<file path="src/rtl/assert_macros.svh">
// Assertion macros used by the top level of the text window line writer.
// Standalone header, no dependencies; expects clk and rst_n in scope.
`ifndef ASSERT_MACROS_SVH
`define ASSERT_MACROS_SVH

// Same-cycle implication, disabled while in reset.
`define TWLW_ASSERT_NOW(lbl, ante, cons, msg) \
  lbl: assert property (@(posedge clk) disable iff (!rst_n) (ante) |-> (cons)) \
    else $error(msg);

// Next-cycle implication, disabled while in reset.
`define TWLW_ASSERT_NEXT(lbl, ante, cons, msg) \
  lbl: assert property (@(posedge clk) disable iff (!rst_n) (ante) |=> (cons)) \
    else $error(msg);

`endif

</file>
<file path="src/rtl/twlw_pkg.sv">
// Package for the text window line writer: sizes, character codes,
// result kinds and the beat, state and control structs. No dependencies.
`timescale 1ns / 1ps

package twlw_pkg;

  localparam int WINDOWS = 16;
  localparam int COLUMNS = 32;
  localparam int ROWS    = 24;

  localparam int WIN_AW = $clog2(WINDOWS);
  localparam int COL_W  = $clog2(COLUMNS);
  localparam int CNT_W  = COL_W + 1;
  localparam int ROW_W  = $clog2(ROWS + 1);

  localparam logic [7:0] CHR_TAB   = 8'd9;
  localparam logic [7:0] CHR_NL    = 8'd10;
  localparam logic [7:0] CHR_SPACE = 8'd32;
  localparam logic [7:0] CHR_PCT   = 8'd37;
  localparam logic [7:0] CHR_ZERO  = 8'd48;
  localparam logic [7:0] CHR_THREE = 8'd51;

  localparam logic [1:0] KIND_CELL   = 2'd0;
  localparam logic [1:0] KIND_SCROLL = 2'd1;
  localparam logic [1:0] KIND_COMMIT = 2'd2;

  typedef struct packed {
    logic [3:0] window;
    logic [7:0] char_code;
    logic       message_end;
  } in_item_t;

  typedef struct packed {
    logic [1:0]  kind;
    logic [3:0]  target_window;
    logic [4:0]  column;
    logic [15:0] tile;
    logic [4:0]  row;
    logic [5:0]  count;
    logic        last;
  } out_item_t;

  typedef struct packed {
    logic [1:0]       colour;
    logic [ROW_W-1:0] row;
    logic [COL_W-1:0] column;
    logic             pending;
  } win_state_t;

  typedef struct packed {
    logic busy;
    logic finish;
    logic emit;
  } seq_ctrl_t;

endpackage

</file>
<file path="src/rtl/text_window_line_writer.sv">
// Text window line writer top level: input stage, window state memory,
// sequencer and output register. Depends on twlw_pkg, twlw_seq and assert_macros.svh.
//
// Usage: one character beat per window on in_data (window, char_code,
// message_end); each beat yields zero to seven result beats on out_data
// (cell write, scroll, commit line), the final one flagged by last.
// Both channels: a beat moves on a rising edge with valid high, stall low.
// The first result of an accepted beat passes the input stage, the
// sequencer and the output register. Throughput: one result beat per
// cycle while out_stall is low; the next character loads in the cycle
// the sequencer finishes, also after one that yields no result (percent
// held, colour escape). Beats for the same window follow back to back;
// the next state is forwarded from the sequencer or from the write-back
// into the memory.
// Reset: all windows read as colour 0, row 0, column 0, nothing pending,
// from per-entry valid bits; no clearing pass. in_stall is high during
// reset. A stalled output holds its beat; the sequencer pauses and the
// input stage fills, then in_stall rises.
`timescale 1ns / 1ps

module text_window_line_writer (
  input  logic                clk,
  input  logic                rst_n,
  input  logic                in_valid,
  output logic                in_stall,
  input  twlw_pkg::in_item_t  in_data,
  output logic                out_valid,
  input  logic                out_stall,
  output twlw_pkg::out_item_t out_data
);

`include "assert_macros.svh"

  logic run_r;
  logic stg_valid_r;
  twlw_pkg::in_item_t stg_item_r;

  twlw_pkg::win_state_t mem_r [twlw_pkg::WINDOWS];
  logic [twlw_pkg::WINDOWS-1:0] ent_valid_r;
  twlw_pkg::win_state_t rd_data_r, wb_data_r, ld_state;
  logic rd_valid_r, wb_hit_r;
  logic [twlw_pkg::WIN_AW-1:0] rd_addr, wr_addr;

  twlw_pkg::seq_ctrl_t  seq_ctrl;
  twlw_pkg::win_state_t wb_state;
  logic [3:0]           wb_window;
  twlw_pkg::out_item_t  seq_res;

  logic in_accept, load, slot_free;
  logic out_valid_r;
  twlw_pkg::out_item_t out_data_r;

  assign load      = stg_valid_r && (!seq_ctrl.busy || seq_ctrl.finish);
  assign in_stall  = !run_r || (stg_valid_r && !load);
  assign in_accept = in_valid && !in_stall;
  assign slot_free = !out_valid_r || !out_stall;

  assign rd_addr = in_accept ? in_data.window[twlw_pkg::WIN_AW-1:0]
                             : stg_item_r.window[twlw_pkg::WIN_AW-1:0];
  assign wr_addr = wb_window[twlw_pkg::WIN_AW-1:0];

  always_comb begin
    if (seq_ctrl.finish && wb_window == stg_item_r.window) begin
      ld_state = wb_state;
    end else if (wb_hit_r) begin
      ld_state = wb_data_r;
    end else if (rd_valid_r) begin
      ld_state = rd_data_r;
    end else begin
      ld_state = '0;
    end
  end

  always_ff @(posedge clk) begin
    if (!rst_n) begin
      run_r       <= 1'b0;
      stg_valid_r <= 1'b0;
      ent_valid_r <= '0;
      wb_hit_r    <= 1'b0;
      out_valid_r <= 1'b0;
    end else begin
      run_r <= 1'b1;
      if (in_accept) begin
        stg_valid_r <= 1'b1;
      end else if (load) begin
        stg_valid_r <= 1'b0;
      end
      if (seq_ctrl.finish) begin
        ent_valid_r[wr_addr] <= 1'b1;
      end
      wb_hit_r <= seq_ctrl.finish && (wr_addr == rd_addr);
      if (seq_ctrl.emit) begin
        out_valid_r <= 1'b1;
      end else if (!out_stall) begin
        out_valid_r <= 1'b0;
      end
    end
  end

  // Window state memory, registered read
  always_ff @(posedge clk) begin
    if (seq_ctrl.finish) begin
      mem_r[wr_addr] <= wb_state;
    end
    rd_data_r  <= mem_r[rd_addr];
    rd_valid_r <= ent_valid_r[rd_addr];
    wb_data_r  <= wb_state;
  end

  always_ff @(posedge clk) begin
    if (in_accept) begin
      stg_item_r <= in_data;
    end
    if (seq_ctrl.emit) begin
      out_data_r <= seq_res;
    end
  end

  twlw_seq u_seq (
    .clk        (clk),
    .rst_n      (rst_n),
    .load       (load),
    .load_item  (stg_item_r),
    .load_state (ld_state),
    .slot_free  (slot_free),
    .ctrl       (seq_ctrl),
    .wb_state   (wb_state),
    .wb_window  (wb_window),
    .res        (seq_res)
  );

  assign out_valid = out_valid_r;
  assign out_data  = out_data_r;

  `TWLW_ASSERT_NOW(a_emit_slot, seq_ctrl.emit, slot_free, "result issued into a full slot")
  `TWLW_ASSERT_NEXT(a_stage_hold, stg_valid_r && !load, stg_valid_r && $stable(stg_item_r), "stage lost its beat")
  `TWLW_ASSERT_NOW(a_wb_row, seq_ctrl.finish, wb_state.row <= twlw_pkg::ROW_W'(twlw_pkg::ROWS), "row beyond limit")

endmodule

</file>
<file path="src/rtl/twlw_seq.sv">
// Per-character sequencer: holds one window's working state and issues
// one result beat per step. Depends on twlw_pkg.
`timescale 1ns / 1ps

module twlw_seq (
  input  logic                clk,
  input  logic                rst_n,
  input  logic                load,
  input  twlw_pkg::in_item_t  load_item,
  input  twlw_pkg::win_state_t load_state,
  input  logic                slot_free,
  output twlw_pkg::seq_ctrl_t ctrl,
  output twlw_pkg::win_state_t wb_state,
  output logic [3:0]          wb_window,
  output twlw_pkg::out_item_t res
);

  logic busy_r, pct_r, chr_todo_r, commit_r;
  logic [1:0] colour_r;
  logic [twlw_pkg::ROW_W-1:0] row_r, row_nxt;
  logic [twlw_pkg::CNT_W-1:0] col_r, col_nxt;
  logic pending_r;
  logic [7:0] chr_r;
  logic [3:0] win_r;

  logic pct_nxt, chr_todo_nxt, commit_nxt;
  logic is_tab, is_nl, no_work, commit_now;
  logic [7:0] cell_chr;
  logic [15:0] tile_base;

  logic ld_digit, ld_hold;

  assign is_tab     = (chr_r == twlw_pkg::CHR_TAB);
  assign is_nl      = (chr_r == twlw_pkg::CHR_NL);
  assign no_work    = !(commit_r || pct_r || chr_todo_r);
  assign commit_now = commit_r || (!pct_r && chr_todo_r && is_nl);
  assign tile_base  = 16'({colour_r, 7'd0});

  always_comb begin
    col_nxt      = col_r;
    row_nxt      = row_r;
    pct_nxt      = pct_r;
    chr_todo_nxt = chr_todo_r;
    commit_nxt   = commit_r;
    cell_chr     = twlw_pkg::CHR_PCT;
    res          = '0;
    res.target_window = win_r;
    if (commit_now) begin
      if (!commit_r) begin
        chr_todo_nxt = 1'b0;
      end
      if (row_r >= twlw_pkg::ROW_W'(twlw_pkg::ROWS)) begin
        res.kind   = twlw_pkg::KIND_SCROLL;
        row_nxt    = twlw_pkg::ROW_W'(twlw_pkg::ROWS - 1);
        commit_nxt = 1'b1;
      end else begin
        res.kind   = twlw_pkg::KIND_COMMIT;
        res.row    = 5'(row_r);
        res.count  = 6'(col_r);
        col_nxt    = '0;
        row_nxt    = row_r + 1'b1;
        commit_nxt = 1'b0;
      end
    end else if (pct_r || chr_todo_r) begin
      if (!pct_r) begin
        cell_chr = is_tab ? twlw_pkg::CHR_SPACE : chr_r;
      end
      res.kind   = twlw_pkg::KIND_CELL;
      res.column = 5'(col_r);
      res.tile   = 16'(cell_chr) - 16'(twlw_pkg::CHR_SPACE) + tile_base;
      col_nxt    = col_r + 1'b1;
      commit_nxt = (col_nxt == twlw_pkg::CNT_W'(twlw_pkg::COLUMNS));
      if (pct_r) begin
        pct_nxt = 1'b0;
      end else if (!is_tab || col_nxt[1:0] == 2'b00 || commit_nxt) begin
        chr_todo_nxt = 1'b0;
      end
    end
    res.last = !(commit_nxt || pct_nxt || chr_todo_nxt);
  end

  assign ctrl.busy   = busy_r;
  assign ctrl.emit   = busy_r && slot_free && !no_work;
  assign ctrl.finish = busy_r && (no_work || (slot_free && res.last));

  assign wb_window = win_r;
  assign wb_state  = '{colour: colour_r, row: row_nxt,
                       column: col_nxt[twlw_pkg::COL_W-1:0], pending: pending_r};

  // Colour escape, percent hold and literal percent decided on load
  assign ld_digit = load_state.pending && (load_item.char_code >= twlw_pkg::CHR_ZERO)
                    && (load_item.char_code <= twlw_pkg::CHR_THREE);
  assign ld_hold  = (load_item.char_code == twlw_pkg::CHR_PCT) && !load_item.message_end;

  always_ff @(posedge clk) begin
    if (!rst_n) begin
      busy_r     <= 1'b0;
      pct_r      <= 1'b0;
      chr_todo_r <= 1'b0;
      commit_r   <= 1'b0;
    end else if (load) begin
      busy_r     <= 1'b1;
      pct_r      <= load_state.pending && !ld_digit;
      chr_todo_r <= !ld_digit && !ld_hold;
      commit_r   <= 1'b0;
    end else begin
      if (ctrl.finish) begin
        busy_r <= 1'b0;
      end
      if (ctrl.emit) begin
        pct_r      <= pct_nxt;
        chr_todo_r <= chr_todo_nxt;
        commit_r   <= commit_nxt;
      end
    end
  end

  always_ff @(posedge clk) begin
    if (load) begin
      colour_r  <= ld_digit ? load_item.char_code[1:0] : load_state.colour;
      row_r     <= load_state.row;
      col_r     <= {1'b0, load_state.column};
      pending_r <= !ld_digit && ld_hold;
      chr_r     <= load_item.char_code;
      win_r     <= load_item.window;
    end else if (ctrl.emit) begin
      row_r <= row_nxt;
      col_r <= col_nxt;
    end
  end

endmodule

</file>
<file path="config.mk">
export PLATFORM = sky130hd
export DESIGN_NAME = text_window_line_writer
export DESIGN_NICKNAME = d
export VERILOG_FILES = /design/src/rtl/twlw_pkg.sv /design/src/rtl/text_window_line_writer.sv /design/src/rtl/twlw_seq.sv
export VERILOG_INCLUDE_DIRS = /design/src /design/src/rtl
export SDC_FILE = /design/constraint.sdc
export NUM_CORES = 1
export LEC_CHECK = 0
export BUFFER_PORTS_ARGS = -buffer_cell sky130_fd_sc_hd__buf_2
export CAP_MARGIN = 20
export CORE_UTILIZATION = 25
export CTS_CLUSTER_SIZE = 28
export DETAILED_ROUTE_END_ITERATION = 8
export GPL_TIMING_DRIVEN = 0
export PLACE_DENSITY_LB_ADDON = 0.08
export SLEW_MARGIN = 0
export SYNTH_ARGS = -nofsm -noshare
export SYNTH_HDL_FRONTEND = slang
export SYNTH_HIERARCHICAL = 1
export SYNTH_SLANG_ARGS = --single-unit
</file>
<file path="constraint.sdc">
create_clock -name clk -period 5.9 [get_ports clk]
set_clock_uncertainty 0.1 [all_clocks]
set_input_delay 0.295 -clock clk [delete_from_list [all_inputs] [get_ports clk]]
set_output_delay 0.295 -clock clk [all_outputs]
set_load 0.01 [all_outputs]
</file>
---- Yosys cells after proc, flatten, opt, wreduce, memory -nomap -nowiden ----
Memories as Yosys holds them, arrays and structs flattened. A register that Yosys moved wholly into a read port is not among the register bits.
Index checks and enable logic that the tools add are counted.
word-level totals
  bits in registers ....................... 116
  RAM bits ................................ 208
  input port bits ......................... 17
  output and inout bits ................... 41
  word-level logic and storage cells ...... 154
  memories ................................ 1
memories
  memory  words  bits a word  read ports  clocked after memory_dff  write ports  RTL line                       RTL
  mem_r   16     13           1           1                         1            text_window_line_writer.sv:38  twlw_pkg::win_state_t mem_r [twlw_pkg::WINDOWS];
operators by class
  add/subtract/negate cells ............... 4
  magnitude comparators ................... 6
  equal/unequal tests ..................... 9
  multiplexer cells ....................... 46
  bitwise logic cells ..................... 4
  reductions and logical operators ........ 53
operators with widths
  cell                   count
  $mux W13               3
  $mux W8                4
  $mux W5                6
  $mux W1                25
  $logic_and A1 B1 Y1    18
  $mux W6                3
  $add A16 B9 Y16        1
  $eq A8 B4 Y1 const B   2
  $or A16 B16 Y16        1
  $logic_not A1 Y1       13
  $logic_or A1 B1 Y1     12
  $lt A4 B5 Y1 const B   2
  $sub A8 B6 Y9 const B  1
  $eq A4 B4 Y1           2
  $eq A8 B6 Y1 const B   1
  $ge A8 B6 Y1 const B   1
  $le A8 B6 Y1 const B   1
  $reduce_bool A2 Y1     4
  $add A6 B1 Y6 const B  1
  $eq A6 B6 Y1 const B   1
  $reduce_or A2 Y1       3
  $add A5 B1 Y5 const B  1
  $ge A5 B5 Y1 const B   1
  $bmux W1 S4            1
  other kinds (10)       14

---- Logic depth before layout (Yosys ltp) ----
Gate-level depths: netlist (run 1).
  depth in word-level cells ............... 23
  depth in mapped cells ................... 16

---- Hierarchy ----
Netlist (run 1), hierarchy kept.
modules (own cells, without submodules)
  module                   instances  cells an instance  area each (um^2)
  text_window_line_writer  1          768                11,688.7
  twlw_seq                 1          212                2,138.3

---- Worst setup path after synthesis (run 1) ----
OpenSTA, ideal clock, no wires.
  path kind ............................... register -> register
  start point ............................. register u_seq.chr_r[2]
  end point ............................... register u_seq/col_r[0] in the netlist's numbering, enable pin
  setup time .............................. 347 ps
  data arrival time ....................... 3,692 ps
  setup slack ............................. 1,762 ps
  cell stages (with the launch flop) ...... 10
  period minus slack after synthesis ...... 4,138 ps
  cell sequence ........................... edfxtp_1 nor4b_4 a311oi_2 and4_1 nor2_1 a22o_1 inv_1 a21boi_0 clkbuf_1 nand2b_1
RTL lines
  element                   RTL line         RTL
  start: declaration        twlw_seq.sv:23   logic [7:0] chr_r;
  start signal: assignment  twlw_seq.sv:124  chr_r <= load_item.char_code;
  end signal: assignment    twlw_seq.sv:122  col_r <= {1'b0, load_state.column};
  end signal: assignment    twlw_seq.sv:128  col_r <= col_nxt;
  end: declaration          twlw_seq.sv:21   logic [twlw_pkg::CNT_W-1:0] col_r, col_nxt;

==> results of run 1 <==
[layout make-up]
class                           instances  area share
Antenna cell                            1    0.000150
Clock buffer                           59      0.0709
Timing Repair Buffer                   90      0.0409
Clock inverter                         15     0.00583
Tap cell                              696      0.0520
Multi-Input combinational cell        561       0.231
Inverter                               10     0.00224
Sequential cell                       337       0.574
Buffer                                 72      0.0236
[how the worst min path moves through the flow]
stage | endpoint | cells after the start
after floorplan | run_r$_DFF_P_ | 0
after global placement | u_seq/wb_window[1]$_DFFE_PP_ | 0
after detailed placement | u_seq/wb_window[2]$_DFFE_PP_ | 0
after CTS | stg_valid_r$_SDFFE_PN0P_ | 3
after global routing | stg_valid_r$_SDFFE_PN0P_ | 3
final | stg_valid_r$_SDFFE_PN0P_ | 3
[where the power goes]
group	internal, µW	total [µW]	switching [µW]
clock network	1440	2420	988
registers	2610	2630	20.8
logic	101	297	196
total	4150	5350	1200
[worst register-to-register path: cells and delay by family (launching register included)]
kind,cells,cell delay [ns]
DFF,1,0.46
and+or+nand+nor,6,1.20
buffers and inverters,2,0.79
AOI/OAI and AO/OA,5,2.38
[what timing repair did]
action	4_1_cts	5_1_grt
hold endpoints to repair	18	0
hold buffers	15	0
setup buffers	0	0
[state kept, by name, summed over array words and instances, names as in the netlist, 6 cells and up]
signal and count:
u_seq/chr_r 8, rd_data_r 13, mem_r 208, out_data 39, stg_item_r 13, u_seq/col_r 6
ent_valid_r 16, wb_data_r 13
[per-stage QoR]
| stage | hold WS (ns) | instances | cell area, µm² | TNS, ns | total power (µW) |
|---|---|---|---|---|---|
| after CTS | 0.178 | 1840 | 16700 | 0 | 5440 |
| final | 0.228 | 1841 | 16700 | 0 | 5350 |
| after floorplan | 0.223 | 980 | 13800 | 0 | 2850 |
| after detailed placement | 0.337 | 1751 | 15300 | 0 | 2980 |
| after global placement | 0.334 | 1733 | 15000 | -0.763 | 2970 |
| after global routing | 0.227 | 1840 | 16700 | 0 | 5550 |
[Yosys cell counts (3+ instances only)]
master / n / area (µm²)
o21a_1: 16 / 120
nor2b_1: 5 / 31.3
mux2_4: 7 / 105
a21oi_1: 52 / 260
a31oi_1: 16 / 100
xor2_1: 4 / 35.0
buf_2: 10 / 50.1
nand3_1: 48 / 240
o22ai_1: 15 / 93.8
and4_1: 3 / 26.3
o211ai_1: 4 / 30.0
nand2b_1: 5 / 31.3
mux2i_1: 21 / 210
ha_1: 8 / 100
a211o_1: 13 / 114
a22oi_1: 15 / 113
buf_4: 18 / 135
and2_1: 23 / 144
edfxtp_1: 285 / 8560
a31oi_2: 3 / 37.5
o31ai_1: 4 / 30.0
nor2_1: 42 / 158
dfxtp_1: 52 / 1040
buf_6: 6 / 67.6
inv_1: 9 / 33.8
clkbuf_1: 38 / 143
and3_1: 5 / 31.3
mux2_2: 15 / 169
o221ai_1: 15 / 131
a2111oi_2: 12 / 180
a21boi_0: 3 / 22.5
nor3_1: 12 / 60.1
nand3b_1: 19 / 143
o21ai_0: 62 / 310
nand2_1: 61 / 229
xnor2_1: 8 / 70.1
[cell families after synthesis]
| logic type | Yosys count |
|---|---|
| buffers and inverters | 82 |
| XOR/XNOR | 12 |
| flip-flops | 337 |
| AND/OR/NAND/NOR | 249 |
| adder cells (fa/ha/maj) | 9 |
| multiplexers | 45 |
| AO/OA/AOI/OAI | 246 |
[routing by layer]
metal	vias up	wire, µm	share of wire	track usage
met5	-	14	0.00036	0
met4	2	859	0.022	0.0487
met3	65	1660	0.042	0.0268
met2	164	18700	0.48	0.236
met1	4250	18100	0.46	0.186
li1	4053	-	-	-
==> impl_metrics.toml, run 1 <==
[grt]
grt_pass1_vias = 8798
grt_pass1_wl_um = 59000
antenna_found_initial = 1
grt-ovfl-total = 0
grt_max_degree = 42
track_usage = 0.142

[detailed_routing]
drtPass1Iterations = 4
wl_per_cell_um = 21.3
detail_route.iter0.violations = 544
routed_wl_um = 39300
drc_errors = 0
drtAntennaViolNets = 0
drt-vias-per-instance = 4.64
vias = 8534

[setup_path]
crit_start = "u_seq/chr_r[1]$_DFFE_PP_"
worstPathCellList = "nor4bb_4, a311oi_2, and4_1, nor2_1, a22o_1, and3b_1, buf_2, nor4b_1, a41oi_1, clkbuf_1, a21oi_1, a2111oi_2, nand3b_1"
regToRegEndpoint = "rd_data_r[3]$_DFF_P_"
max_stage_delay_ns = 0.72
critPathKind = "reg2reg"
cp-endpoint = "rd_data_r[3]$_DFF_P_"
regToRegStartpoint = "u_seq/chr_r[1]$_DFFE_PP_"
critPathTopFamily = "compound AO/OA/AOI/OAI gates"
cp-end-kind = "flip-flop"
r2r_setup_slack_ns = 0.81
rr_worst_depth = 13
critPathSlowestCell = "a311oi_2"
startpoint_type = "flip-flop"
critPathArrivalTime_ns = 5.39
path_depth = 13
path_buf_inv = 2
critPathRequiredTime_ns = 6.20
critical_path_peak_fanout = 10

[layout]
final_nets = 1139
regArea_mm2 = 0.00960
drive_gt1_frac = 0.207
area_delta_synth_final_pct = 21.0
layout_common_cells = "edfxtp_1, buf_2, o21ai_0, nand2_1, dfxtp_1"
multi_input_area_mm2 = 0.00386
final_util = 0.309
final_common_cell = "edfxtp_1"
fillers = 5466

[logic_synthesis]
synth.avg_cell_area_um2 = 14.1
yosys_warnings = 6
mappedNetlistArea_mm2 = 0.0138
syn-num-nets = 1006
synth_mux_area_frac = 0.0375
synth_seq_cells = 337
synth-simple-area-share = 0.0983
synth_edf_count = 285
synth_compound_area_frac = 0.122
yosysSeqAreaShare = 0.694
synth_ff_type = "edfxtp_1"
yosys.area_share.adder = 0.00869
synth_cells = 980
synth_cell_types = 73
synth_top_family_by_area = "compound AO/OA/AOI/OAI gates"
synth-xor-area-share = 0.00760
synthArstFlopShare = 0

[clocking]
clkTransAtPathRegs_ns = 0.06
clk_path_buf_depth = 3
insertion_delay_ns = 0.56
cts_resized = 0
cts_max_level = 2
cts_tree = "built"
numCtsBuffers = 41
cts_sinks = 337
root_buffer = "clkbuf_16"

[floorplan]
design.core.area_mm2 = 0.0542
io_pins = 58
die_area_mm2 = 0.0563
start_util = 0.255
num_rows = 85
die_h_um = 237
fp.dieW_um = 237

[timing]
drv_slew = 0
tightest_slew_ns = 0.985
slew_headroom = 0.339
fmax_mhz = 197
rsz0062_at_grt = "false"
setup_slack_ns = 0.814
final_hold_viol_count = 0
layout_worst_path_cycle_share = 0.862
finalSetupViolations = 0
period_needed_ns = 5.09

[job]
cap_violations = 0

[pwr]
p_leak_uw = 0.00570
p_per_area_mw_per_mm2 = 320
max-vdd-ir-drop_mv = 0.197

[place]
dp_slack_ns = 0.751
place.gp.congestion = 0.762
dp_hpwl_um = 26800
port_buffers = 57

[worst_hold_path]
hold_class = "in2reg"
hold_start = "in_valid"

[status]
outcome = "finished, final reports clean"
Power figures use the tool's default switching activity.
==> inputs of run 2 (changes only) <==
--- a/config.mk
+++ b/config.mk
@@ -8,6 +8,7 @@
 export LEC_CHECK = 0
 export BUFFER_PORTS_ARGS = -buffer_cell sky130_fd_sc_hd__buf_2
 export CAP_MARGIN = 20
+export CORE_MARGIN = 5
 export CORE_UTILIZATION = 25
 export CTS_CLUSTER_SIZE = 28
 export DETAILED_ROUTE_END_ITERATION = 8
==> run 2 against run 1 <==
  * Non-clock buffer count is 4 lower
  * Core utilization shrank 0.44 points
  * Register-to-register slack worse by 0.09 ns
  * Count of clock-buffer cells in the layout is 1 higher
  * Clock power fell by 2%
  * Critical path depth down 1
  * Total power shrank 0.94%
  * Wire length increased by 0.52%
  * Hold slack got worse by 0.0081 ns
  * Largest power group unchanged
==> impl_metrics.toml, run 2 (synthesis results as in run 1) <==
[status]
outcome = "finished, final reports clean"

[detailed_routing]
routed_wl_um = 39500
drtPass1Iterations = 5
detail_route.iter0.violations = 489
drtAntennaViolNets = 0
wl_per_cell_um = 20.9
drt-vias-per-instance = 4.50
drc_errors = 0
vias = 8497

[timing]
timing.setup.tns_ns = 0
tightest_slew_ns = 0.992
rsz0062_at_grt = "false"
period_needed_ns = 5.17
finalSetupViolations = 0
setup_slack_ns = 0.726
layout_worst_path_cycle_share = 0.877
final_hold_viol_count = 0
fmax_mhz = 193
drv_slew = 0
slew_headroom = 0.333

[setup_path]
r2r_setup_slack_ns = 0.73
crit_start = "u_seq/chr_r[2]$_DFFE_PP_"
critical_path_peak_fanout = 10
regToRegStartpoint = "u_seq/chr_r[2]$_DFFE_PP_"
critPathSlowestCell = "a2111oi_2"
cp-end-kind = "flip-flop"
cp-endpoint = "rd_data_r[9]$_DFF_P_"
critPathKind = "reg2reg"
critPathRequiredTime_ns = 6.18
rr_worst_depth = 12
max_stage_delay_ns = 0.70
regToRegEndpoint = "rd_data_r[9]$_DFF_P_"
critPathArrivalTime_ns = 5.45
worstPathCellList = "nor4b_4, a311oi_2, and4_1, nor2_1, a22o_1, nand3b_4, nand2_4, a41oi_1, clkbuf_1, a21oi_1, a2111oi_2, nand3b_1"
startpoint_type = "flip-flop"

[pwr]
p_comb_frac = 0.056
max-vdd-ir-drop_mv = 0.177
clkPwrFrac = 0.447
switching_share = 0.226
power.share.sequential = 0.496
p_per_area_mw_per_mm2 = 317
p_switching_uw = 1200
p_leak_uw = 0.00566
p_int_uw = 4100

[clocking]
cts_tree = "built"
cts_resized = 0
clkTransAtPathRegs_ns = 0.06
cts_sinks = 337
numCtsBuffers = 40
cts_max_level = 2
insertion_delay_ns = 0.56
root_buffer = "clkbuf_16"
clk_path_buf_depth = 3

[place]
port_buffers = 57
dp_slack_ns = 0.740
dp_hpwl_um = 27100
place.gp.congestion = 0.747

[layout]
n_antenna_cell = 0
top_register = "mem_r"
final_nets = 1134
drive_gt1_frac = 0.203
largest_register_ffs = 208
layout_common_cells = "edfxtp_1, buf_2, o21ai_0, nand2_1, clkbuf_1"
area_delta_synth_final_pct = 20.9
final_common_cell = "edfxtp_1"

[floorplan]
num_rows = 86
io_pins = 58
design.core.area_mm2 = 0.0550
die_h_um = 245
fp.dieW_um = 245
start_util = 0.251
die_area_mm2 = 0.0601

[grt]
grt_pass1_wl_um = 59200
grt_max_degree = 42
grt_pass1_vias = 8922
grt-ovfl-total = 0
antenna_found_initial = 0
track_usage = 0.130

[worst_hold_path]
hold_class = "in2reg"

[job]
cap_violations = 0
run 2: cell count changes in the layout (fill, tap and decap cells not counted), sizes merged:
cell,change
clkbuf,+1
inv,-1
diode,-1
clkinvlp,-1
clkinv,+1
buf,-4
run 2: worst min path at each step:
stage	slack, ns	end	from	cells after the start
final	0.22	stg_valid_r$_SDFFE_PN0P_	in_valid	3
after global routing	0.23	stg_valid_r$_SDFFE_PN0P_	in_valid	3
after CTS	0.17	stg_valid_r$_SDFFE_PN0P_	in_valid	3
after floorplan	0.22	run_r$_DFF_P_	rst_n	0
after global placement	0.34	u_seq/wb_window[3]$_DFFE_PP_	stg_item_r[12]$_DFFE_PN_	0
after detailed placement	0.34	out_data[33]$_DFFE_PP_	u_seq/wb_window[0]$_DFFE_PP_	0
run 2: critical path: cells and delay by family (launching register included):
family / cells / cell delay [ns]
and+or+nand+nor: 6 / 1.64
DFF: 1 / 0.43
AOI/OAI and AO/OA: 5 / 2.22
buffers and inverters: 1 / 0.59
run 2: metrics by stage:
stage	total power [µW]	hold slack, ns	area [µm²]	util	std cells
final	5300	0.220	16700	0.304	1888
after global routing	5520	0.229	16700	0.304	1888
after CTS	5390	0.167	16700	0.304	1888
after detailed placement	2980	0.340	15300	0.279	1799
after global placement	2970	0.336	15000	0.274	1785
after floorplan	2850	0.223	13800	-	980
run 2: what timing repair did:
| item | CTS | global route |
|---|---|---|
| buffers inserted | 0 | 0 |
| endpoints found under the hold margin | 18 | 0 |
| hold buffers | 15 | 0 |
| endpoints found under the setup margin | 0 | 0 |
run 2: final cells by class:
class / instances / area (µm²)
buffer: 72 / 395
clock buffer: 60 / 1150
clock inverter: 14 / 98.8
fill: 5556 / 38300
inverter: 10 / 37.5
multi-input combinational: 561 / 3860
sequential: 337 / 9600
tap: 748 / 936
timing repair buffer: 86 / 644
run 2: power groups by stage:
stage	clock network (µW)	registers (µW)	logic, µW
4_1_cts	2460	2630	304
3_5_place_dp	0	2680	295
2_1_floorplan	0	2670	179
3_3_place_gp	0	2680	290
6_report	2370	2630	299
5_1_grt	2560	2630	326
run 2: per-layer routing:
| layer | GRT usage | share of wire |
|---|---|---|
| met5 | 0 | 0 |
| met4 | 0.0384 | 0.024 |
| met3 | 0.0208 | 0.034 |
| met2 | 0.216 | 0.47 |
| met1 | 0.176 | 0.47 |
==> inputs of run 3 (changes only) <==
--- a/config.mk
+++ b/config.mk
@@ -8,6 +8,7 @@
 export LEC_CHECK = 0
 export BUFFER_PORTS_ARGS = -buffer_cell sky130_fd_sc_hd__buf_2
 export CAP_MARGIN = 20
+export CORE_ASPECT_RATIO = 1.2
 export CORE_MARGIN = 5
 export CORE_UTILIZATION = 25
 export CTS_CLUSTER_SIZE = 28
==> run 3 against run 2 <==
  * Non-clock buffer count rose by 8
  * Register-to-register slack improved by 0.05 ns
  * Flip-flop and latch count did not move
  * Hold slack improved by 0.078 ns
  * Combinational power rose by 3%
  * Maximum frequency rose by 1.1%
  * Total power fell by 1.9%
==> impl_metrics.toml, run 3 (synthesis results as in run 1) <==
[layout]
n_antenna_cell = 0
stdcell_area_mm2 = 0.0167
drive_gt1_frac = 0.208
final_util = 0.305
largest_register_ffs = 208
layout_common_cells = "edfxtp_1, buf_2, o21ai_0, nand2_1, dfxtp_1"
final_common_cell = "edfxtp_1"
regArea_mm2 = 0.00960
fillers = 5565
top_register = "mem_r"
final_nets = 1140
area_delta_synth_final_pct = 20.9
fin_cells = 1863
multi_input_area_mm2 = 0.00386

[timing]
period_needed_ns = 5.12
setup_slack_ns = 0.781
fmax_mhz = 195
tightest_slew_ns = 1.09
slew_headroom = 0.276
drv_slew = 0
rsz0062_at_grt = "false"
finalSetupViolations = 0
layout_worst_path_cycle_share = 0.868
hold-worst-slack_ns = 0.298
final_hold_viol_count = 0

[pwr]
p_leak_uw = 0.00567
max-vdd-ir-drop_mv = 0.187
p_per_area_mw_per_mm2 = 311

[clocking]
numCtsBuffers = 38
cts_max_level = 2
cts_sinks = 337
cts_tree = "built"
cts_resized = 0
insertion_delay_ns = 0.53
clk_path_buf_depth = 3
clkTransAtPathRegs_ns = 0.06
root_buffer = "clkbuf_16"
postCtsSetupBuffers = 0

[floorplan]
die_area_mm2 = 0.0601
fp.dieW_um = 225
design.core.area_mm2 = 0.0548
io_pins = 58
die_h_um = 268
start_util = 0.252
num_rows = 94

[place]
port_buffers = 57
dpl.cell_count = 1779
dp_hpwl_um = 29400
dpl_cell_area_mm2 = 0.0154
place.gp.congestion = 0.765
dp_slack_ns = 0.601

[setup_path]
critPathArrivalTime_ns = 5.36
critical_path_peak_fanout = 10
critPathRequiredTime_ns = 6.14
startpoint_type = "flip-flop"
cp-end-kind = "flip-flop"
critPathKind = "reg2reg"

[detailed_routing]
drtPass1Iterations = 5
routed_wl_um = 42000
detail_route.iter0.violations = 558
wl_per_cell_um = 22.5
drc_errors = 0
vias = 8535
drtAntennaViolNets = 0
drt-vias-per-instance = 4.58

[status]
outcome = "finished, final reports clean"

[job]
cap_violations = 0

[grt]
grt_max_degree = 42
grt_pass1_wl_um = 61600
grt-ovfl-total = 0
grt_pass1_vias = 8794
track_usage = 0.139
antenna_found_initial = 0

[worst_hold_path]
hold_class = "in2reg"
-- run 3: cell types whose count changed in the layout (fill, tap and decap cells not counted), moves of 2 or more --
cell	previous run	this run
clkbuf_8	3	1
clkbuf_16	42	39
clkinv_1	6	10
clkinvlp_4	0	3
buf_8	6	14
clkbuf_1	53	46
-- run 3: per-layer routing --
metal	up-vias	wire [µm]	track usage
li1	4037	-	-
met1	4244	17600	0.171
met2	193	21400	0.248
met3	61	1870	0.0255
met4	0	1150	0.0438
met5	-	0	0
-- run 3: layout make-up --
| cell class | instances | area share |
|---|---|---|
| clock inverter | 21 | 0.00920 |
| tap | 720 | 0.0539 |
| timing repair buffer | 94 | 0.0448 |
| buffer | 72 | 0.0236 |
| clock buffer | 48 | 0.0610 |
| sequential | 337 | 0.574 |
| inverter | 10 | 0.00225 |
| multi-input combinational | 561 | 0.231 |
-- run 3: worst paths after layout --
path	startpoint	endpoint	slack [ns]	cells after the start
worst max-delay path	u_seq/chr_r[1]$_DFFE_PP_	rd_data_r[5]$_DFF_P_	0.78	13
worst min-delay path	in_valid	stg_valid_r$_SDFFE_PN0P_	0.30	3
worst max register to register	u_seq/chr_r[1]$_DFFE_PP_	rd_data_r[5]$_DFF_P_	0.78	13
worst min register to register	stg_item_r[10]$_DFFE_PN_	u_seq/wb_window[1]$_DFFE_PP_	0.35	0
-- run 3: power by group --
| group | total [µW] | internal (µW) | leakage, µW | switching [µW] |
|---|---|---|---|---|
| registers | 2630 | 2610 | 0.00305 | 21.6 |
| logic | 309 | 103 | 0.00206 | 205 |
| clock network | 2260 | 1310 | 0.000566 | 952 |
| total | 5200 | 4020 | 0.00567 | 1180 |
-- run 3: critical path, stage by stage (launching register included) --
cell	delay, ns
edfxtp_1	0.49
nor4bb_4	0.23
a311oi_2	0.75
and4_1	0.34
nor2_1	0.10
a22o_1	0.31
and3b_1	0.24
buf_2	0.20
nor4b_1	0.08
a41oi_1	0.62
clkbuf_1	0.50
a21oi_1	0.14
a2111oi_2	0.54
nand3b_1	0.27
-- run 3: metrics by stage --
step	total power, µW	TNS [ns]
2_1_floorplan	2850	0
3_3_place_gp	2990	-2.31
3_5_place_dp	2990	0
4_1_cts	5300	0
5_1_grt	5410	0
6_report	5200	0
-- run 3: timing repair --
item,CTS,global route
hold buffers,15,0
endpoints found under the hold margin,18,0
endpoints found under the setup margin,0,0
